$ cat config.mk
export PLATFORM = sky130hd
export DESIGN_NAME = multi_channel_oneshot_actuator_timer_flat
export DESIGN_NICKNAME = d
export VERILOG_FILES = /design/src/mcoat_pkg.sv /design/src/mcoat_ifs.sv /design/src/multi_channel_oneshot_actuator_timer.sv /design/src/flat_wrapper.sv
export SDC_FILE = /design/constraint.sdc
export NUM_CORES = 1
export LEC_CHECK = 0
export BUFFER_PORTS_ARGS = -buffer_cell sky130_fd_sc_hd__buf_2
export CAP_MARGIN = 20
export CORE_MARGIN = 1.5
export CORE_UTILIZATION = 45
export CTS_BUF_LIST = sky130_fd_sc_hd__clkbuf_8
export DETAILED_ROUTE_END_ITERATION = 8
export MAX_ROUTING_LAYER = met4
export SYNTH_ARGS = -nofsm -noshare
export SYNTH_HDL_FRONTEND = slang
export SYNTH_SLANG_ARGS = --single-unit
$ cat constraint.sdc
create_clock -name clk -period 21.2 [get_ports clk]
set_input_delay 4.24 -clock clk [delete_from_list [all_inputs] [get_ports clk]]
set_output_delay 4.24 -clock clk [all_outputs]
set_load 0.03 [all_outputs]
$ cat src/mcoat_pkg.sv
// Shared types and constants of the multi-channel one-shot actuator timer.
package mcoat_pkg;

  localparam logic CMD_TICK  = 1'b0;
  localparam logic CMD_START = 1'b1;

  localparam logic signed [31:0] NO_ID = -32'sd1;

  localparam int FIFO_D  = 4;
  localparam int FIFO_AW = 2;

  typedef enum logic [1:0] {
    KIND_STARTED   = 2'd0,
    KIND_REJECTED  = 2'd1,
    KIND_FINISHED  = 2'd2,
    KIND_IDLE_TICK = 2'd3
  } kind_t;

  typedef struct packed {
    logic               cmd;
    logic [2:0]         channel;
    logic signed [31:0] command_id;
    logic [30:0]        duration_ms;
  } mcoat_in_t;

  typedef struct packed {
    kind_t              kind;
    logic [2:0]         channel_res;
    logic signed [31:0] finished_id;
    logic [3:0]         drive_mask;
    logic               last;
  } mcoat_res_t;

endpackage

$ cat src/mcoat_ifs.sv
// Valid/ready channel interfaces for the timer's input items and result items.
interface mcoat_in_if import mcoat_pkg::*; ();
  logic      valid;
  logic      ready;
  mcoat_in_t data;

  modport source (output valid, output data, input ready);
  modport sink (input valid, input data, output ready);
endinterface

interface mcoat_out_if import mcoat_pkg::*; ();
  logic       valid;
  logic       ready;
  mcoat_res_t data;

  modport source (output valid, output data, input ready);
  modport sink (input valid, input data, output ready);
endinterface

$ cat src/multi_channel_oneshot_actuator_timer.sv
// Top level of the multi-channel one-shot actuator timer.
//
// Input channel in_if carries start items (cmd = 1) and tick items (cmd = 0).
// Result channel out_if carries one result per start and one or more per tick;
// the final result of every input item has last set.
// An item passes a three-stage front end (two stages convert milliseconds to
// ticks by reciprocal multiplication and correction) and then executes.
// A start executes in the idle state. A tick advances the time count, sweeps the
// timer memory one channel per cycle through its single read port while queue
// space allows, compares each entry once its read is registered, closes the sweep
// after the last compare and then emits the final result.
// Input transfers continue while an earlier item is still executing.
// Results go through a four-entry output queue; when the receiver stalls, the
// sweep holds its reads until queue space is reserved, and the front end
// backs up into in_if.ready. No result is dropped.
// Reset clears the time count, all channel outputs and the queue. Timer memory
// entries are only used for active channels, so it needs no clearing pass.
module multi_channel_oneshot_actuator_timer import mcoat_pkg::*; #(
  parameter int CHANNELS       = 4,
  parameter int TICK_PERIOD_MS = 1
) (
  input  logic           clk,
  input  logic           rst_n,
  mcoat_in_if.sink       in_if,
  mcoat_out_if.source    out_if
);

  localparam int CH_W   = (CHANNELS > 1) ? $clog2(CHANNELS) : 1;
  localparam int CNT_W  = $clog2(CHANNELS + 1);
  localparam int TP_LG  = $clog2(TICK_PERIOD_MS);
  localparam int DIV_SH = 31 + TP_LG;
  localparam logic [31:0] RECIP = 32'((64'd1 << DIV_SH) / 64'(TICK_PERIOD_MS));
  localparam logic [30:0] TP31  = 31'(TICK_PERIOD_MS);

  typedef enum logic [2:0] {
    ST_IDLE  = 3'b001,
    ST_SWEEP = 3'b010,
    ST_FLUSH = 3'b100
  } st_t;

  typedef struct packed {
    logic [31:0]        end_time;
    logic signed [31:0] id;
  } tmr_ent_t;

  function automatic logic [3:0] drive_of(logic [CHANNELS-1:0] a);
    logic [CHANNELS+3:0] p;
    p = {4'b0000, a};
    return p[3:0];
  endfunction

  logic               s1_v_r;
  logic               s1_cmd_r;
  logic [2:0]         s1_ch_r;
  logic signed [31:0] s1_id_r;
  logic [30:0]        s1_dur_r;
  logic [62:0]        s1_prod_r;

  logic               s2_v_r;
  logic               s2_cmd_r;
  logic [2:0]         s2_ch_r;
  logic signed [31:0] s2_id_r;
  logic [30:0]        s2_q_r;

  logic               s3_v_r;
  logic               s3_cmd_r;
  logic [2:0]         s3_ch_r;
  logic signed [31:0] s3_id_r;
  logic [30:0]        s3_q_r;

  logic adv1, adv2, adv3, s3_done;

  logic [30:0] q0, prod2, rem, q_fix;

  st_t                 st_r, st_nxt;
  logic [CHANNELS-1:0] active_r, active_nxt;
  logic [31:0]         time_r, time_nxt;
  logic [CNT_W-1:0]    idx_r, idx_nxt;
  logic                rd_v_r, rd_v_nxt;
  logic [CH_W-1:0]     rd_idx_r, rd_idx_nxt;
  logic                hold_v_r, hold_v_nxt;
  mcoat_res_t          hold_r, hold_nxt;

  tmr_ent_t        tmr_mem [CHANNELS];
  tmr_ent_t        mem_q_r;
  tmr_ent_t        mem_wd;
  logic            mem_we, mem_re;
  logic [CH_W-1:0] ch_addr;
  logic            ch_ok;
  logic [31:0]     ticks;

  mcoat_res_t         fifo_mem [FIFO_D];
  logic [FIFO_AW-1:0] wp_r, rp_r;
  logic [FIFO_AW:0]   cnt_r;
  logic               push, pop, fifo_full;
  mcoat_res_t         push_d;

  assign adv3 = !s3_v_r || s3_done;
  assign adv2 = !s2_v_r || adv3;
  assign adv1 = !s1_v_r || adv2;
  assign in_if.ready = adv1;

  assign q0    = 31'(s1_prod_r >> DIV_SH);
  assign prod2 = 31'(q0 * TP31);
  assign rem   = s1_dur_r - prod2;
  assign q_fix = (rem >= TP31) ? q0 + 31'd1 : q0;

  assign ch_ok   = 32'(s3_ch_r) < 32'(CHANNELS);
  assign ch_addr = CH_W'(s3_ch_r);
  assign ticks   = (s3_q_r == '0) ? 32'd1 : 32'(s3_q_r);
  assign mem_wd  = '{end_time: time_r + ticks, id: s3_id_r};

  assign fifo_full  = cnt_r == (FIFO_AW+1)'(FIFO_D);
  assign pop        = out_if.valid && out_if.ready;
  assign out_if.valid = cnt_r != '0;
  assign out_if.data  = fifo_mem[rp_r];

  always_ff @(posedge clk) begin
    if (!rst_n) begin
      s1_v_r <= 1'b0;
      s2_v_r <= 1'b0;
      s3_v_r <= 1'b0;
    end else begin
      if (adv1) begin
        s1_v_r <= in_if.valid;
      end
      if (adv2) begin
        s2_v_r <= s1_v_r;
      end
      if (adv3) begin
        s3_v_r <= s2_v_r;
      end
    end
  end

  always_ff @(posedge clk) begin
    if (adv1) begin
      s1_cmd_r  <= in_if.data.cmd;
      s1_ch_r   <= in_if.data.channel;
      s1_id_r   <= in_if.data.command_id;
      s1_dur_r  <= in_if.data.duration_ms;
      s1_prod_r <= 63'(in_if.data.duration_ms) * 63'(RECIP);
    end
    if (adv2) begin
      s2_cmd_r <= s1_cmd_r;
      s2_ch_r  <= s1_ch_r;
      s2_id_r  <= s1_id_r;
      s2_q_r   <= q_fix;
    end
    if (adv3) begin
      s3_cmd_r <= s2_cmd_r;
      s3_ch_r  <= s2_ch_r;
      s3_id_r  <= s2_id_r;
      s3_q_r   <= s2_q_r;
    end
  end

  always_comb begin
    active_nxt = active_r;
    time_nxt   = time_r;
    st_nxt     = st_r;
    idx_nxt    = idx_r;
    rd_v_nxt   = 1'b0;
    rd_idx_nxt = rd_idx_r;
    hold_v_nxt = hold_v_r;
    hold_nxt   = hold_r;
    push       = 1'b0;
    push_d     = hold_r;
    mem_we     = 1'b0;
    mem_re     = 1'b0;
    s3_done    = 1'b0;

    if (rd_v_r && active_r[rd_idx_r] && (mem_q_r.end_time <= time_r)) begin
      active_nxt[rd_idx_r] = 1'b0;
      if (mem_q_r.id != NO_ID) begin
        if (hold_v_r) begin
          push   = 1'b1;
          push_d = hold_r;
        end
        hold_v_nxt = 1'b1;
        hold_nxt   = '{kind: KIND_FINISHED, channel_res: 3'(rd_idx_r),
                       finished_id: mem_q_r.id, drive_mask: drive_of(active_nxt),
                       last: 1'b0};
      end
    end

    unique case (st_r)
      ST_IDLE: begin
        if (s3_v_r) begin
          if (s3_cmd_r == CMD_START) begin
            if (!fifo_full) begin
              push    = 1'b1;
              s3_done = 1'b1;
              if (ch_ok) begin
                active_nxt[ch_addr] = 1'b1;
                mem_we = 1'b1;
                push_d = '{kind: KIND_STARTED, channel_res: s3_ch_r,
                           finished_id: s3_id_r, drive_mask: drive_of(active_nxt),
                           last: 1'b1};
              end else begin
                push_d = '{kind: KIND_REJECTED, channel_res: s3_ch_r,
                           finished_id: s3_id_r, drive_mask: drive_of(active_nxt),
                           last: 1'b1};
              end
            end
          end else begin
            time_nxt   = time_r + 32'd1;
            idx_nxt    = '0;
            hold_v_nxt = 1'b0;
            st_nxt     = ST_SWEEP;
          end
        end
      end
      ST_SWEEP: begin
        if (32'(idx_r) < 32'(CHANNELS)) begin
          if (({1'b0, cnt_r} + (FIFO_AW+2)'(rd_v_r)) < (FIFO_AW+2)'(FIFO_D)) begin
            mem_re     = 1'b1;
            rd_v_nxt   = 1'b1;
            rd_idx_nxt = idx_r[CH_W-1:0];
            idx_nxt    = idx_r + CNT_W'(1);
          end
        end else if (!rd_v_r) begin
          st_nxt = ST_FLUSH;
        end
      end
      ST_FLUSH: begin
        if (!fifo_full) begin
          push = 1'b1;
          if (hold_v_r) begin
            push_d      = hold_r;
            push_d.last = 1'b1;
          end else begin
            push_d = '{kind: KIND_IDLE_TICK, channel_res: 3'd0, finished_id: NO_ID,
                       drive_mask: drive_of(active_nxt), last: 1'b1};
          end
          hold_v_nxt = 1'b0;
          s3_done    = 1'b1;
          st_nxt     = ST_IDLE;
        end
      end
      default: begin
        st_nxt = ST_IDLE;
      end
    endcase
  end

  always_ff @(posedge clk) begin
    if (!rst_n) begin
      st_r     <= ST_IDLE;
      active_r <= '0;
      time_r   <= '0;
      idx_r    <= '0;
      rd_v_r   <= 1'b0;
      hold_v_r <= 1'b0;
    end else begin
      st_r     <= st_nxt;
      active_r <= active_nxt;
      time_r   <= time_nxt;
      idx_r    <= idx_nxt;
      rd_v_r   <= rd_v_nxt;
      hold_v_r <= hold_v_nxt;
    end
  end

  always_ff @(posedge clk) begin
    rd_idx_r <= rd_idx_nxt;
    hold_r   <= hold_nxt;
  end

  always_ff @(posedge clk) begin
    if (mem_we) begin
      tmr_mem[ch_addr] <= mem_wd;
    end
    if (mem_re) begin
      mem_q_r <= tmr_mem[idx_r[CH_W-1:0]];
    end
  end

  always_ff @(posedge clk) begin
    if (push) begin
      fifo_mem[wp_r] <= push_d;
    end
  end

  always_ff @(posedge clk) begin
    if (!rst_n) begin
      wp_r  <= '0;
      rp_r  <= '0;
      cnt_r <= '0;
    end else begin
      if (push) begin
        wp_r <= wp_r + FIFO_AW'(1);
      end
      if (pop) begin
        rp_r <= rp_r + FIFO_AW'(1);
      end
      cnt_r <= cnt_r + (FIFO_AW+1)'(push) - (FIFO_AW+1)'(pop);
    end
  end

endmodule
$ cat src/flat_wrapper.sv
// flat-port wrapper written by rule: the top's interface ports become plain ports
module multi_channel_oneshot_actuator_timer_flat import mcoat_pkg::*;
#(
  parameter int CHANNELS       = 4,
  parameter int TICK_PERIOD_MS = 1
)
  (clk, rst_n, in_if_valid, in_if_data, in_if_ready, out_if_valid, out_if_data, out_if_ready);
  mcoat_in_if in_if_i ();
  mcoat_out_if out_if_i ();
  input  logic clk;
  input  logic rst_n;
  input wire logic [$bits(in_if_i.valid)-1:0] in_if_valid;
  input wire logic [$bits(in_if_i.data)-1:0] in_if_data;
  output wire logic [$bits(in_if_i.ready)-1:0] in_if_ready;
  output wire logic [$bits(out_if_i.valid)-1:0] out_if_valid;
  output wire logic [$bits(out_if_i.data)-1:0] out_if_data;
  input wire logic [$bits(out_if_i.ready)-1:0] out_if_ready;
  assign in_if_i.valid = in_if_valid;
  assign in_if_i.data = in_if_data;
  assign in_if_ready = in_if_i.ready;
  assign out_if_valid = out_if_i.valid;
  assign out_if_data = out_if_i.data;
  assign out_if_i.ready = out_if_ready;
  multi_channel_oneshot_actuator_timer #(.CHANNELS(CHANNELS), .TICK_PERIOD_MS(TICK_PERIOD_MS)) u_core (.clk(clk), .rst_n(rst_n), .in_if(in_if_i), .out_if(out_if_i));
endmodule
# Word-level counts from Yosys, hierarchy flattened
# Memories as Yosys holds them, arrays and structs flattened. A register that Yosys moved wholly into a read port is not among the register bits.
# Cells that the tools add are included.
[op_classes]
n_addsub = 10
order_cmp = 9
eq_ne = 12
n_mux = 63
bitwise_logic = 4
reduce_logical = 19
[ops]
columns = ["op", "n"]
rows = [
  ["42-bit two-way mux", 4],
  ["42-bit one-hot mux with 2 select lines", 1],
  ["41-bit two-way mux", 2],
  ["31-bit two-way mux", 2],
  ["32-bit by 1-bit adder with 32-bit output, second input constant", 1],
  ["32-bit adder", 1],
  ["32-bit <= comparator", 1],
  ["32-bit by 1-bit != test with 1-bit output, second input constant", 1],
  ["31-bit by 1-bit adder with 31-bit output, second input constant", 1],
  ["31-bit by 1-bit >= comparator with 1-bit output, second input constant", 1],
  ["31-bit logical NOT", 1],
  ["31-bit subtractor", 1],
  ["1-bit two-way mux", 29],
  ["3-bit two-way mux", 9],
  ["4-bit two-way mux", 6],
  ["5-bit AND reduction", 2],
  ["3-bit one-hot mux with 3 select lines", 1],
  ["2-bit != test, second input constant", 4],
  ["3-bit equality test, second input constant", 2],
  ["2-bit by 3-bit less-than comparator with 1-bit output, second input constant", 2],
  ["3-bit less-than comparator, second input constant", 2],
  ["2-bit by 1-bit != test with 1-bit output, second input constant", 3],
  ["1-bit one-hot mux with 2 select lines", 3],
  ["3-bit one-hot mux with 2 select lines", 1],
  ["23 further kinds", 36],
]
[totals]
regBits = 295
ramBits = 424
in_bits = 71
elab_cells = 147
mem_count = 2
[memory_table]
columns = ["name", "words", "word_bits", "rd", "rd_clocked_by_memory_dff", "write_ports", "line_no", "text"]
rows = [
  ["u_core.tmr_mem", 4, 64, 1, 1, 1, "multi_channel_oneshot_actuator_timer.sv:84", "tmr_ent_t tmr_mem [CHANNELS];"],
  ["u_core.fifo_mem", 4, 42, 1, 1, 1, "multi_channel_oneshot_actuator_timer.sv:92", "mcoat_res_t fifo_mem [FIFO_D];"],
]

# Longest topological paths before layout
# Gate-level depths: netlist of run 1.
[logic_depth]
word_depth = 13
mapped_depth = 14
mapped_depth_nobuf = 14

# Worst setup path before layout of run 1
# OpenSTA, ideal clock, no wires.
[synth_timing]
kind = "register to register"
from = "register u_core.cnt_r[1]"
to = "memory u_core.fifo_mem[0][3] in the netlist's numbering (data pin)"
arrival_ns = 8.395
required_time_ns = 20.956
setup_slack_ns = 12.561
stages_incl_launch_ff = 9
period_less_slack_ns = 8.639
path_cell_list = "dfxtp_1 -> nor2_1 -> nand2_1 -> nand3_1 -> nor3_1 -> inv_2 -> nor4b_1 -> a211oi_1 -> o21ai_0"
[synth_rtl]
columns = ["item", "line_no", "text"]
rows = [
  ["start, declared", "multi_channel_oneshot_actuator_timer.sv:94", "logic [FIFO_AW:0] cnt_r;"],
  ["start signal, assigned", "multi_channel_oneshot_actuator_timer.sv:297", "cnt_r <= cnt_r + (FIFO_AW+1)'(push) - (FIFO_AW+1)'(pop);"],
  ["end, declared", "multi_channel_oneshot_actuator_timer.sv:92", ""],
]

# Final worst setup path of run 1
[layout_timing]
from = "register u_core.cnt_r[1]"
to = "output in_if_ready"
[layout_between]
elab_chain_cells = 8
[layout_rtl]
columns = ["item", "line_no", "text"]
rows = [
  ["3-bit equality test *", "multi_channel_oneshot_actuator_timer.sv:113", "assign fifo_full = cnt_r == (FIFO_AW+1)'(FIFO_D);"],
  ["1-bit two-way mux *", "multi_channel_oneshot_actuator_timer.sv:191, multi_channel_oneshot_actuator_timer.sv:227", ""],
  ["1-bit two-way mux", "multi_channel_oneshot_actuator_timer.sv:190", "if (s3_cmd_r == CMD_START) begin"],
  ["1-bit two-way mux", "multi_channel_oneshot_actuator_timer.sv:189", "if (s3_v_r) begin"],
  ["1-bit one-hot mux with 2 select lines *", "multi_channel_oneshot_actuator_timer.sv:187", "unique case (st_r)"],
  ["1-bit logical OR *", "multi_channel_oneshot_actuator_timer.sv:98", "assign adv3 = !s3_v_r || s3_done;"],
  ["1-bit logical OR *", "multi_channel_oneshot_actuator_timer.sv:99", "assign adv2 = !s2_v_r || adv3;"],
  ["1-bit logical OR *", "multi_channel_oneshot_actuator_timer.sv:100", "assign adv1 = !s1_v_r || adv2;"],
  ["end, declared", "flat_wrapper.sv:14", "output wire logic [$bits(in_if_i.ready)-1:0] in_if_ready;"],
]
# Every way passes the cells marked *; elsewhere a longest branch is shown, timed or not.

==> results.cfg, run 1 <==
[worst_setup_path]
reg2reg_depth = 15
crit_path_max_incr_delay_ns = 0.50
crit_type = reg2out
r2r_start = u_core.s3_q_r[26]
rrSetupSlack_ns = 16.50
required_ns = 16.96
r2r-end = u_core.tmr_mem[3][62]
critPathLaunchType = flop
crit_path_end_kind = output port
crit_chain = nor2_1, nand2_1, nand3_1, or2_2, a21oi_1, nor2b_1, nand3_4, buf_2
cp_max_fo = 26
crit_arrival_ns = 3.47
slowest_stage = a21oi_1

[final_layout]
drive_above_1_share_pct = 22.61
area_growth_pct = 13.21
stdcell_count = 2822
fin_nets = 2006
fin_util_pct = 51.83

[yosys]
synth_edf_count = 729
ys_types = 73
yosysMostFrequentCell = edfxtp_1
ys_async_sr_fraction_pct = 0
synthTopCellsByArea = edfxtp_1, mux4_2, dfxtp_1
synth_area_leader_cell = edfxtp_1
synth_common_cells = edfxtp_1, nand2_1, mux4_2, ha_1, clkbuf_1
synth_top_area_share_pct = 72.21
yosysSeqAreaShare_pct = 75.91
synth_area_um2 = 30320
synth_ff_type = edfxtp_1
synthCells = 1668
synth_area_per_cell_um2 = 18.18
syn-num-nets = 1813
yosysWarnings = 0
synth_seq_cells = 785

[global_routing]
grt_pass1_wl_um = 90380
antenna_found_initial = 5
grt-ovfl-total = 0
grt_max_degree = 68
track_usage_pct = 17.85
grt_pass1_vias = 15790

[route]
vias = 15020
wirelength_met1_um = 26450
dr_wl_met2_um = 28080
wl_per_cell_um = 20.74
drtPass1Iterations = 6
dr_wl_met3_um = 2846
ant_nets = 0
drc = 0
drt_iter0_markers = 1109
drt-vias-per-instance = 5.322
highest_layer = met4
wl_um = 58520

[floorplan]
placementRows = 94
pin_count = 115
die_area_um2 = 68940
design.core.area_um2 = 66220
die_w_um = 262.6
dieHeight_um = 262.6
initial_core_util_pct = 45.78

[pwr]
p_per_area_nw_per_um2 = 95.21
power_frac_seq_pct = 54.5
pwr-share-comb_pct = 8.7
p_sw_share_pct = 24.15
power.net_switching_w = 0.0007892
p_int_w = 0.002479
p_leak_nw = 11.94
total_power_w = 0.003268
ir_worst_vdd_mv = 0.05946
clkPwrFrac_pct = 36.8

[clock_tree]
clock_path_buffers = 3
clk_pin_slew_ns = 0.06
numCtsBuffers = 131
cts_resized = 0
postCtsHoldBufs = 0
h-tree-depth = 4
postCtsSetupRepairBufs = 0
clk-insertion-delay-late_ns = 0.78
cts_root_buf = clkbuf_8
cts.sinks = 785
cts_tree = built

[timing]
maxSlewHeadroom_pct = 27.74
fmax_mhz = 129.7
final-hold-violation-count = 0
setup-violations-final = 0
finClkSkew_ns = 0.04752
grt_setup_unrepaired = false
slew_viol_final = 0
tns_ns = 0
tightest_slew_ns = 1.084
period_share_pct = 36.37
period_needed_ns = 7.710

[placed_design]
numPortBuffers = 114
dp.cells = 2592
gp_congestion = 0.8203
place_hpwl_um = 35600

[outcome]
status = finished, final reports clean

[min_path]
worstHoldStart = u_core.s1_id_r[4]
hold_depth = 0
whs_endpoint = u_core.s2_id_r[4]
hold_path.class = reg2reg

[flow_run]
cap_viol_max_count = 0
==> cell type report <==
class,instances,area [µm²]
diodes,3,7.507
clock buffers,135,1858
clock inverters,92,499.2
fillers,5363,31890
inverters,57,214.0
multi-input cells,748,6880
flip-flops and latches,785,23020
well taps,864,1081
repair buffers,138,763.2
==> state kept, by name, indices dropped and copies added (netlist names), 4 cells and up, named ones only <==
name             cells
u_core.tmr_mem     256
u_core.active_r      4
u_core.hold_r       38
u_core.mem_q_r      64
u_core.s2_q_r       31
u_core.s3_q_r       31
u_core.time_r       32
u_core.s2_id_r      32
u_core.s1_dur_r     31
u_core.s3_id_r      32
u_core.s1_id_r      32
u_core.fifo_mem    168
==> per-stage QoR <==
step                      area (µm²)  hold slack [ns]  setup WS (ns)
after global routing           34320           0.4077          13.23
after CTS                      34320           0.3939          13.43
final                          34320           0.3995          13.49
after floorplan                30320           0.4003          12.56
after global placement         31940           0.4001          14.41
after detailed placement       31960           0.4045          14.30
==> cell families (layout without fill, tap and decap cells) <==
group	after synthesis	after routing	share of synthesized area, %
AO/OA/AOI/OAI	154	154	3.467
other	0	3	0
XOR/XNOR	59	59	1.704
multiplexers	110	110	8.052
flip-flops	785	785	75.91
buffers and inverters	135	422	1.684
adder cells (fa/ha/maj)	74	74	3.104
AND/OR/NAND/NOR	351	351	6.083
==> worst max-delay path: cells and delay by family, from the launching register on <==
family	cells	cell delay, ns
buffers and inverters	1	0.31
AO/OA/AOI/OAI	1	0.50
flip-flops	1	0.43
AND/OR/NAND/NOR	6	1.43
==> how the worst max path moves through the flow <==
stage,start,to,slack (ns),depth (start not counted)
finish,u_core.cnt_r[1],in_if_ready,13.49,8
global route,u_core.cnt_r[1],in_if_ready,13.23,8
CTS,u_core.cnt_r[1],in_if_ready,13.43,8
detailed placement,u_core.cnt_r[1],in_if_ready,14.30,8
global placement,u_core.cnt_r[1],in_if_ready,14.41,8
floorplan,u_core.cnt_r[1],u_core.fifo_mem[0][3],12.56,8
==> power groups by stage <==
stage                     Sequential, W  Clock [W]  Combinational [W]
after CTS                       0.00178    0.00124           0.000291
final                           0.00178    0.00120           0.000285
after floorplan                 0.00180          0           0.000221
after global placement          0.00181          0           0.000281
after detailed placement        0.00181          0           0.000290
after global routing            0.00179    0.00131           0.000309
==> cells in the final DEF, fill, tap and decap left out, drive strengths merged, types with 49 or more instances in the layout <==
cell and instances:
buf 138, clkbuf 135, dfxtp 56, edfxtp 729, ha 72, inv 110
mux4 107, nand2 113, nand3 59, xnor2 49
==> metal layers <==
| metal | GRT usage [%] | vias to the layer above |
|---|---|---|
| li1 | - | 6921 |
| met1 | 22.90 | 7645 |
| met2 | 28.08 | 360 |
| met3 | 4.057 | 94 |
| met4 | 6.285 | 0 |
| met5 | - | - |
(Power assumes the default switching activity.)
==> run 2, diff against run 1 <==
- clock period: 21.2 -> 6.5 ns (I/O delays scaled with it)
==> results.cfg, run 2 (synthesis gave the netlist of run 1 again) <==
[timing]
whs_ns = 0.4100
fmax_mhz = 212.4
maxSlewHeadroom_pct = 32.86
tns_ns = 0
finClkSkew_ns = 0.04017
setup-violations-final = 0
slew_viol_final = 0
tightest_slew_ns = 1.007
period_needed_ns = 4.708
period_share_pct = 72.43
final-hold-violation-count = 0
grt_setup_unrepaired = false

[final_layout]
stdcell_count = 2828
fillCellCount = 5314
fin_util_pct = 52.00
registers.top_by_ff_count = u_core.tmr_mem
largest_register_ffs = 256
multiInputGateArea_um2 = 6898
final_cell_mix = edfxtp_1, clkbuf_8, buf_2
area_growth_pct = 13.57
fin_nets = 2006
seq_area_um2 = 23020
layout_commonest_cell = edfxtp_1
top_regs = u_core.tmr_mem: 256 flops, u_core.fifo_mem: 168 flops, u_core.mem_q_r: 64 flops
drive_above_1_share_pct = 22.86

[placed_design]
numPortBuffers = 114
dp.cells = 2591
place_hpwl_um = 36760
gp_congestion = 0.8647

[clock_tree]
cts.sinks = 785
cts_root_buf = clkbuf_8
cts_resized = 0
numCtsBuffers = 131
h-tree-depth = 4
postCtsSetupRepairBufs = 0
cts_tree = built
postCtsHoldBufs = 0
clk-insertion-delay-late_ns = 0.78
clock_path_buffers = 3
clk_pin_slew_ns = 0.06

[global_routing]
grt_pass1_wl_um = 91490
track_usage_pct = 18.27
grt_pass1_vias = 15580
antenna_found_initial = 5
grt-ovfl-total = 0
grt_max_degree = 68

[floorplan]
die_area_um2 = 68940
dieHeight_um = 262.6
initial_core_util_pct = 45.78
design.core.area_um2 = 66220
die_w_um = 262.6
pin_count = 115
placementRows = 94

[route]
wl_um = 60040
dr_wl_met2_um = 28500
drc = 0
drt_iter0_markers = 1214
vias = 15100
drtPass1Iterations = 5
highest_layer = met4
wirelength_met1_um = 26670
drt-vias-per-instance = 5.339
ant_nets = 0
wl_per_cell_um = 21.23
dr_wl_met3_um = 3511

[outcome]
status = finished, final reports clean

[pwr]
p_leak_nw = 12.00
ir_worst_vdd_mv = 0.1754
p_per_area_nw_per_um2 = 312.8

[min_path]
worstHoldStart = u_core.s2_id_r[7]
whs_endpoint = u_core.s3_id_r[7]
hold_depth = 0
hold_path.class = reg2reg

[worst_setup_path]
crit_arrival_ns = 3.41
rrSetupSlack_ns = 2.04
required_ns = 5.20
crit_path_end_kind = output port
r2r_start = u_core.s3_q_r[29]
r2r-end = u_core.tmr_mem[1][62]
crit_type = reg2out
reg2reg_depth = 14
setup.worst_path.start = u_core.cnt_r[1]
critPathLaunchType = flop
cp_max_fo = 26

[flow_run]
cap_viol_max_count = 0
## run 2: changes by cell type in the layout (fill, tap and decap cells not counted), moves of 2 or more
cell / before / now
clkinv_1: 23 / 21
clkinv_2: 9 / 11
inv_6: 5 / 2
clkbuf_8: 135 / 139
inv_8: 2 / 4
## run 2: per-stage QoR
stage / area [µm²] / total power, W / setup WS [ns]
final: 34430 / 0.01077 / 1.792
after global routing: 34420 / 0.01122 / 1.530
after CTS: 34400 / 0.01093 / 1.703
after detailed placement: 31960 / 0.006872 / 2.082
after global placement: 31960 / 0.006851 / 2.182
after floorplan: 30330 / 0.006577 / 0.4425
## run 2: layout make-up
class	instances	area share, %
inverter	57	0.6214
clock buffer	139	5.557
sequential	785	66.86
tap	864	3.140
clock inverter	93	1.541
timing repair buffer	138	2.217
antenna	4	0.02907
multi-input combinational	748	20.03
## run 2: worst max-delay path: stages (launching register included)
cell,delay [ns]
dfxtp_1,0.45
nor2_1,0.07
nand2_1,0.15
nand3_1,0.12
or2_2,0.33
a21oi_1,0.48
nor2b_1,0.29
nand3_4,0.43
buf_2,0.30
## run 2: how the worst max path moves through the flow
stage / end / cells past startpoint / slack (ns)
after floorplan: u_core.tmr_mem[1][0] / 6 / 0.44
after global placement: u_core.tmr_mem[0][62] / 14 / 2.18
after detailed placement: u_core.tmr_mem[2][62] / 14 / 2.08
after CTS: in_if_ready / 8 / 1.70
after global routing: in_if_ready / 8 / 1.53
final: in_if_ready / 8 / 1.79
## run 2: power by group
part	total, W	leakage [nW]	internal [W]	switching, W
registers	0.00584	7.33	0.00570	0.000138
clock network	0.00402	1.42	0.00211	0.00191
logic	0.000909	3.25	0.000362	0.000547
## run 2: routing by layer
layer  global-route usage (%)  vias up
met3                    4.160      107
li1                         -     6930
met2                    28.02      443
met4                    6.521        0
met5                        -        -
met1                    24.05     7618
==> run 3, diff against run 2 <==
- clock period: 6.5 -> 4 ns (I/O delays scaled with it)
==> results.cfg, run 3 (synthesis gave the netlist of run 1 again) <==
[outcome]
status = finished, final reports clean

[worst_setup_path]
crit_path_end_kind = flop
cp_max_fo = 4
crit_arrival_ns = 4.26
crit_type = reg2reg
r2r_start = u_core.s3_q_r[9]
r2r-end = u_core.tmr_mem[0][62]
reg2reg_depth = 16
required_ns = 4.45
critPathLaunchType = flop
rrSetupSlack_ns = 0.19

[placed_design]
numPortBuffers = 114
place_hpwl_um = 37720
gp_congestion = 0.8464
placed_cell_area_um2 = 32260
post-place-ws_ns = -0.02042

[global_routing]
grt_pass1_wl_um = 92240
grt_max_degree = 69
antenna_found_initial = 1
grt-ovfl-total = 0
grt_pass1_vias = 15630
track_usage_pct = 18.22

[final_layout]
largest_register_ffs = 256
design_area_um2 = 34650
layout_commonest_cell = edfxtp_1
top_regs = u_core.tmr_mem: 256 flops, u_core.fifo_mem: 168 flops, u_core.mem_q_r: 64 flops
final_cell_mix = edfxtp_1, clkbuf_8, buf_2
area_growth_pct = 14.31
registers.top_by_ff_count = u_core.tmr_mem
drive_above_1_share_pct = 23.46
fin_nets = 2014

[clock_tree]
clk_pin_slew_ns = 0.06
numCtsBuffers = 121
cts_root_buf = clkbuf_8
clock_path_buffers = 3
cts.sinks = 785
clk-insertion-delay-late_ns = 0.76
h-tree-depth = 3
cts_tree = built

[timing]
period_share_pct = 95.17
setup-violations-final = 0
maxSlewHeadroom_pct = 35.04
tightest_slew_ns = 0.9744
slew_viol_final = 0
fin_ws_ns = 0.1931
grt_setup_unrepaired = false
finClkSkew_ns = 0.07031
final-hold-violation-count = 0
fmax_mhz = 262.7
period_needed_ns = 3.807

[min_path]
worstHoldStart = in_if_data[47]
hold_path.class = in2reg
whs_endpoint = u_core.s1_id_r[16]
hold_depth = 1

[pwr]
ir_worst_vdd_mv = 0.2539
p_per_area_nw_per_um2 = 497.1
p_leak_nw = 12.08

[route]
drt-vias-per-instance = 5.329
ant_nets = 0
vias = 15080
drc = 0
wl_per_cell_um = 21.33
wl_um = 60360
drtPass1Iterations = 5
drt_iter0_markers = 969

[floorplan]
die_area_um2 = 68940
placementRows = 94
pin_count = 115
design.core.area_um2 = 66220
die_w_um = 262.6
initial_core_util_pct = 45.78
dieHeight_um = 262.6

[flow_run]
cap_viol_max_count = 0
==> run 3: timing repair <==
action | 4_1_cts | 5_1_grt
endpoints found under the hold margin | 0 | 0
setup endpoints to repair | 9 | 12
pin swaps | 1 | 7
setup buffers | 0 | 4
hold buffers | 0 | 0
resized for setup | 2 | 11
==> run 3: critical path, stage by stage (launching register included) <==
cell and delay, ns:
edfxtp_1 0.39, nor4_1 0.39, nand4_1 0.25, o21bai_1 0.19
ha_2 0.20, inv_1 0.06, fa_2 0.39, nor2b_4 0.16
o31ai_4 0.09, a211oi_2 0.19, buf_4 0.16, a211oi_2 0.10
o311ai_2 0.32, buf_4 0.18, a31oi_1 0.07, o21bai_1 0.24
xor2_2 0.13
==> run 3: report_power, final <==
group	internal, W	total [W]	leakage [nW]	switching (W)
logic	0.000616	0.00154	3.41	0.000920
registers	0.00926	0.00947	7.33	0.000210
clock network	0.00321	0.00622	1.34	0.00301
==> run 3: routing by layer <==
layer | vias up | routed length, µm | GRT usage (%)
li1 | 6943 | - | -
met3 | 102 | 2818 | 3.298
met4 | 0 | 1234 | 5.673
met2 | 373 | 28680 | 28.45
met5 | - | 0 | -
met1 | 7662 | 27630 | 24.45
==> run 3: worst max path at each step <==
stage                      startpoint                    end  depth (start not counted)  slack, ns
detailed placement  u_core.s3_q_r[14]  u_core.tmr_mem[3][62]                         17      -0.02
global placement    u_core.s3_q_r[14]  u_core.tmr_mem[0][62]                         17       0.07
floorplan           u_core.time_r[13]  u_core.fifo_mem[0][0]                          9      -0.30
global route          u_core.cnt_r[1]            in_if_ready                          8      0.005
finish               u_core.s3_q_r[9]  u_core.tmr_mem[0][62]                         16       0.19
CTS                 u_core.s3_q_r[17]  u_core.tmr_mem[2][62]                         17       0.01
==> run 3: layout make-up <==
class | count | area [µm²]
fill | 5320 | 31560
sequential | 785 | 23020
multi-input combinational | 748 | 6975
clock buffer | 130 | 1789
tap | 864 | 1081
timing repair buffer | 156 | 1074
clock inverter | 89 | 499.2
inverter | 57 | 214.0
antenna | 1 | 2.502
==> run 3: metrics by stage <==
stage          hold slack, ns  instances  total power, W  TNS [ns]  util (%)
2_1_floorplan          0.4003       1668         0.01069    -50.13         -
3_3_place_gp           0.4009       2606         0.01117         0     48.72
3_5_place_dp           0.4045       2606         0.01120  -0.08163     48.72
4_1_cts                0.1333       2825         0.01747         0     52.19
5_1_grt                0.1663       2830         0.01793         0     52.34
6_report               0.2173       2830         0.01723         0     52.34
